**src/hw/rtl/graph_traversal_hop_distance_macros.svh**
```systemverilog
// Assertion macros shared by the graph traversal RTL.
// Depends on nothing; included by files that carry assertions.
`ifndef GRAPH_TRAVERSAL_HOP_DISTANCE_MACROS_SVH
`define GRAPH_TRAVERSAL_HOP_DISTANCE_MACROS_SVH
// Implication checked every clock, masked in reset.
`define GTHD_ASSERT_IMP(label, clk, rst, ante, cons, msg) \
  label: assert property (@(posedge clk) disable iff (rst) (ante) |-> (cons)) else $error(msg);
// Next-cycle implication, masked in reset.
`define GTHD_ASSERT_NEXT(label, clk, rst, ante, cons, msg) \
  label: assert property (@(posedge clk) disable iff (rst) (ante) |=> (cons)) else $error(msg);
`endif

```
**src/hw/rtl/gthd_pkg.sv**
```systemverilog
// Shared types and constants for the graph traversal block.
// Depends on nothing.
package gthd_pkg;
  localparam int MaxNodes = 64;
  localparam int MaxEdges = 256;
  localparam int NodeW = $clog2(MaxNodes);
  localparam int EdgeW = $clog2(MaxEdges);
  localparam int PtrW = EdgeW + 1;
  localparam int HopW = 7;
  localparam logic [HopW-1:0] HopUnvisited = '1;
  localparam logic [PtrW-1:0] EdgeNull = PtrW'(MaxEdges);

  localparam logic [1:0] OpAdd = 2'd0;
  localparam logic [1:0] OpTraverse = 2'd1;
  localparam logic [1:0] OpClear = 2'd2;

  localparam logic [1:0] StVisit = 2'd0;
  localparam logic [1:0] StOk = 2'd1;
  localparam logic [1:0] StFull = 2'd2;
  localparam logic [1:0] StBad = 2'd3;

  localparam logic [1:0] RegNodeCount = 2'd0;
  localparam logic [1:0] RegMode = 2'd1;
  localparam logic [1:0] RegUndirected = 2'd2;

  typedef struct packed {
    logic [NodeW-1:0] node_id;
    logic [5:0] hop_distance;
    logic last;
    logic [1:0] status;
  } result_t;
endpackage

```
**src/hw/rtl/gthd_edge_store.sv**
```systemverilog
// Adjacency store: edge target and next-link memories, one entry write port, one tail link port and one read port.
// Depends on gthd_pkg.
module gthd_edge_store (
  input  logic clk,
  input  logic wr_en,
  input  logic [gthd_pkg::EdgeW-1:0] wr_addr,
  input  logic [gthd_pkg::NodeW-1:0] wr_target,
  input  logic [gthd_pkg::PtrW-1:0] wr_next,
  input  logic lk_en,
  input  logic [gthd_pkg::EdgeW-1:0] lk_addr,
  input  logic [gthd_pkg::PtrW-1:0] lk_next,
  input  logic [gthd_pkg::EdgeW-1:0] rd_addr,
  output logic [gthd_pkg::NodeW-1:0] rd_target,
  output logic [gthd_pkg::PtrW-1:0] rd_next
);
  logic [gthd_pkg::NodeW-1:0] tgt_mem [gthd_pkg::MaxEdges];
  logic [gthd_pkg::PtrW-1:0] nxt_mem [gthd_pkg::MaxEdges];

  always_ff @(posedge clk) begin
    if (wr_en) tgt_mem[wr_addr] <= wr_target;
    rd_target <= tgt_mem[rd_addr];
  end

  // next-link memory: one write per cycle, either a fresh entry or a tail link
  always_ff @(posedge clk) begin
    if (wr_en) nxt_mem[wr_addr] <= wr_next;
    else if (lk_en) nxt_mem[lk_addr] <= lk_next;
    rd_next <= nxt_mem[rd_addr];
  end
endmodule
```
**config.mk**
```make
export PLATFORM = sky130hd
export DESIGN_NAME = gthd_edge_store
export DESIGN_NICKNAME = d
export VERILOG_FILES = /design/src/hw/rtl/graph_traversal_hop_distance_macros.svh /design/src/hw/rtl/gthd_pkg.sv /design/src/hw/rtl/gthd_edge_store.sv
export SDC_FILE = /design/constraint.sdc
export NUM_CORES = 2
export LEC_CHECK = 0
export ABC_CLOCK_PERIOD_IN_PS = 11250
export BUFFER_PORTS_ARGS = -buffer_cell sky130_fd_sc_hd__buf_2
export CAP_MARGIN = 40
export CORE_UTILIZATION = 35
export DETAILED_ROUTE_END_ITERATION = 10
export GPL_TIMING_DRIVEN = 0
export SLEW_MARGIN = 20
export SYNTH_ARGS = -nofsm -noshare
export SYNTH_HDL_FRONTEND = slang
export SYNTH_SLANG_ARGS = --single-unit
```
**constraint.sdc**
```tcl
create_clock -name clk -period 11.25 [get_ports clk]
set_input_delay 1.125 -clock clk [delete_from_list [all_inputs] [get_ports clk]]
set_output_delay 1.125 -clock clk [all_outputs]
set_load 0.05 [all_outputs]
```
Word level (Yosys, flattened, before mapping):

Memories as Yosys holds them, arrays and structs flattened. A register that Yosys moved wholly into a read port is not among the register bits.
Index checks and enable logic that the tools add are counted.

* bits in registers: 0
* bits in latches: 0
* RAM bits: 3840
* bits in read-only memories: 0
* bits of input ports: 51
* output and inout bits: 15
* memories: 2

Memory list
* nxt_mem: words 256, width 9, read ports 1, clocked after Yosys merged registers in 1, write ports 1, line gthd_edge_store.sv:17 `logic [gthd_pkg::PtrW-1:0] nxt_mem [gthd_pkg::MaxEdges];`
* tgt_mem: words 256, width 6, read ports 1, clocked after Yosys merged registers in 1, write ports 1, line gthd_edge_store.sv:16 `logic [gthd_pkg::NodeW-1:0] tgt_mem [gthd_pkg::MaxEdges];`

* add/sub/neg operators: 0
* $mul: 0
* div/mod/pow operators: 0
* $lt $le $gt $ge: 0
* equality and inequality tests: 0
* shift-type cells: 0
* mux-type cells: 8
* bitwise gates (word level): 0
* reduce and logical (&&, ||, !) cells: 1

Operators by type and width (count)
* two-way mux 9 bit: 1
* OR reduction 9 bit: 1
* two-way mux 8 bit: 1
* two-way mux 1 bit: 6

Logic depth before layout (Yosys ltp):

* depth in word-level cells: 5
* mapped depth: 11

Least setup slack after synthesis:

OpenSTA, ideal clock, no wires.

* path kind: input-to-reg
* from: input wr_en
* to: memory nxt_mem[0][0] in the netlist's numbering (data pin)
* data arrival time: 5.289 ns
* required time: 10.427 ns
* path slack: 5.139 ns
* cell stages on the path: 6
* path buffers: 3
* path through: clkbuf_1 nor2b_1 clkbuf_1 buf_1 nand2_1 nand2_1

* longest elaborated chain between the ends: 4

Ends and longest elaborated chain
* start, declared: line gthd_edge_store.sv:5 `input logic wr_en,`
* two-way mux 1 bit: line gthd_edge_store.sv:26 `if (wr_en) nxt_mem[wr_addr] <= wr_next;`
* two-way mux 1 bit (not written as such): line gthd_edge_store.sv:27 `else if (lk_en) nxt_mem[lk_addr] <= lk_next;`
* OR reduction 9 bit (no line)
* two-way mux 9 bit (no line)
* end, declared: line gthd_edge_store.sv:17

No other way between the ends.

==> run_results.csv <==
group,metric,value,unit
critical_path,worst-path-max-fanout,10,
clock_tree,post_cts_buffers,0,
critical_path,r2r_cells,7,
clock_tree,ctsResizeCount,0,
layout,final_core_util,41.30,%
global_route,grt_pass1_vias,80690,
placement,placed_area,0.1620,mm²
synthesis,synth_top_area_share,77.26,%
critical_path,path_buf_inv,6,
synthesis,synth_edf_count,3840,
clock_tree,root_buffer,"clkbuf_16",
placement,portBuffers,56,
synthesis,ys_seq_elements,3855,
die,dieArea,0.4291,mm²
timing,fin_ws,5.691,ns
global_route,overflow,0,
worst_hold_path,hold_depth,1,
critical_path,crit_arrival,6.35,ns
timing,hold_violations,0,
critical_path,cpMaxStageDelayCell,"buf_2",
timing,grt_setup_unrepaired,"false",
power,power_density,176.3,mW/mm²
timing,hold-worst-slack,0.5110,ns
critical_path,crit_chain,"buf_4, buf_6, buf_2, buf_2, buf_2, mux4_2, a22oi_1, a21oi_1, nor4_1, clkdlybuf4s15_2, a211oi_2",
clock_tree,ctsHoldBuffers,0,
synthesis,yosysUniqueCellTypes,65,
outcome,outcome,"complete, but fails checks",
timing,setup_violations,0,
global_route,track_usage,26.32,%
synthesis,synthCells,7082,
power,pwr-share-comb,7.5,%
die,die_w,655.0,µm
die,fp.dieH,655.0,µm
clock_tree,clkLatencyLatePin,1.00,ns
power,swShare,23.77,%
layout,drive_gt1_share,28.06,%
synthesis,syn_nets,7133,
critical_path,critPathKind,"in -> reg",
placement,gp_congestion,1.018,
clock_tree,h-tree-depth,5,
timing,skew,0.04196,ns
clock_tree,cts_buffers,379,
synthesis,ys_seq_area_share,77.46,%
worst_hold_path,hp-class,"in -> reg",
critical_path,critPathTopFamily,"buffers and inverters",
critical_path,worst_setup_path_end_kind,"register",
synthesis,async_reset_ff_share,0,%
clock_tree,clkTransAtPathRegs,0.06,ns
synthesis,synth_area_leader_cell,"edfxtp_1",
synthesis,synth_area,0.1493,mm²
route,drtIter0Drc,16120,
power,irDropWorstVdd,124.9,µV
critical_path,critical_path_required,12.04,ns
synthesis,yosys_warnings,0,
power,seq_power_share,51.6,%
critical_path,crit_cells,11,
synthesis,synth.avg_cell_area,21.08,µm²
die,pin_count,66,
timing,period_share,49.41,%
global_route,grt_max_degree,126,
placement,post-dp-hpwl,409.9,mm
clock_tree,cts_tree,"built",
outcome,violations,"design-rule violations",
timing,final_max_slew_viol_count,0,
timing,fin_crit,5.559,ns
die,initial_core_util,35.20,%
critical_path,crit_path_start_kind,"input pin",
power,p_leak,54.26,nW
die,fp-row-count,239,
timing,tightest_slew,1.082,ns
route,vias,86050,
timing,max_freq,0.1799,GHz
clock_tree,cts_buffer_depth,4,
route,drt_wl_total,577.4,mm
clock_tree,clock_sinks,3855,
route,vias_per_cell,6.132,
global_route,grt_antenna_before_repair,75,
layout,layout.nets,8053,
synthesis,ys_top_cells_by_area,"edfxtp_1 77%, mux4_2 13%, mux2i_1 1.5%, a22oi_1 1.5%, nor2_1 1.4%",
power,internal_power,23.53,mW
die,core-area,0.4240,mm²
placement,post-place-ws,5.034,ns
placement,dp.cells,13180,
critical_path,path_common_cell,"buf_2",
layout,fin_area,0.1751,mm²
timing,slew_headroom,27.55,%
synthesis,synthFlopType,"edfxtp_1",
job,max_cap_viol_count,0,
route,drt_first_pass_iters,11,
layout,fin_cells,14030,
power,p_sw,7.337,mW
route,wire_per_inst,41.14,µm
route,detail-route-antenna-nets,0,
layout,syn2layout_area_growth,17.34,%
power,pwr-share-clk,40.9,%
critical_path,cpPeakStageDelay,0.85,ns
route,route.detailed.drc,8,
global_route,grt_pass1_wl,747.6,mm
==> per-layer routing <==
metal	share of wire, %	up-vias	wire (µm)	track usage, %
li1	-	31600	-	-
met1	34	45430	197600	32.76
met2	43	7533	249100	37.94
met3	15	1461	84040	9.831
met4	8.0	26	46160	18.28
met5	0.074	-	428	0.3962
==> synth_stat cells, types with 6 or more instances <==
master    instances
a22o_1            9
mux2i_1         231
dfxtp_1          15
buf_4            27
edfxtp_1       3840
nand3_1          39
nor2b_1          24
a211oi_1         15
buf_12           24
or2_1            10
a221oi_1          7
o31ai_1          12
a21oi_1         188
o21a_1            6
o21ai_1           6
buf_6            61
nor4_1           43
buf_1            33
o21ai_0          24
clkbuf_1        199
buf_2            83
nand2_1         118
o22ai_1         113
nand2b_1         14
nor3_1           53
a22oi_1         306
or2_2             6
nand4_1          13
a31oi_1          14
nand3b_1         10
buf_8            14
mux2_2           22
nor2_1          548
o221ai_1         56
mux4_2          837
==> sequential cells by signal, summed over array words and instances, names as in the netlist <==
signal / count
tgt_mem: 1536
rd_target: 6
nxt_mem: 2304
rd_next: 9
==> layout make-up <==
type                       instances  area (µm²)
fill                           37010      248900
sequential                      3855      115600
multi-input combinational       2782       31110
clock buffer                     457        9947
tap                             5663        7086
timing repair buffer             539        6080
buffer                           441        3000
clock inverter                   225        2117
antenna                           67       167.7
inverter                           4       15.01
==> layout by cell type (no fill, tap or decap), types with 39 or more instances in the layout <==
cell       instances
edfxtp_1        3840
mux4_2           837
nor2_1           526
clkbuf_16        387
a22oi_1          306
buf_4            296
mux2i_1          231
clkbuf_1         203
a21oi_1          188
buf_2            180
o22ai_1          113
buf_6            109
nand2_1          108
clkinv_2          77
buf_16            68
diode_2           67
clkinv_1          65
buf_12            57
clkbuf_2          56
o221ai_1          56
buf_8             49
nor3_1            43
nand3_1           39
==> power by group through the flow <==
stage	combinational (mW)	clock (mW)	sequential (mW)
3_5_place_dp	2.22	0	16.2
4_1_cts	2.22	12.6	15.9
6_report	2.32	12.6	15.9
5_1_grt	2.28	13.1	15.9
3_3_place_gp	1.99	0	16.4
2_1_floorplan	0.880	0	16.3
==> kinds of logic after synthesis <==
| group | count (synthesis) | synth area share, % |
|---|---|---|
| DFF | 3855 | 77.46 |
| muxes | 1094 | 14.39 |
| and+or+nand+nor | 904 | 2.642 |
| AOI/OAI and AO/OA | 784 | 3.576 |
| buffers and inverters | 445 | 1.931 |
==> per-stage QoR <==
step                total power [mW]  setup TNS, ns
floorplan                      17.23              0
global placement               18.42        -221.34
detailed placement             18.46              0
CTS                            30.76              0
global route                   31.32              0
finish                         30.87              0
==> final timing paths <==
check / startpoint / endpoint / slack, ns
max: rd_addr[1] / rd_next[2]$_DFF_P_ / 5.69
max reg2reg: tgt_mem[142][4]$_DFFE_PP_ / rd_target[4]$_DFF_P_ / 7.71
min: wr_target[3] / tgt_mem[10][3]$_DFFE_PP_ / 0.51
min reg2reg: tgt_mem[229][2]$_DFFE_PP_ / rd_target[2]$_DFF_P_ / 1.36
Note: power is estimated with default switching activity, not from simulation.
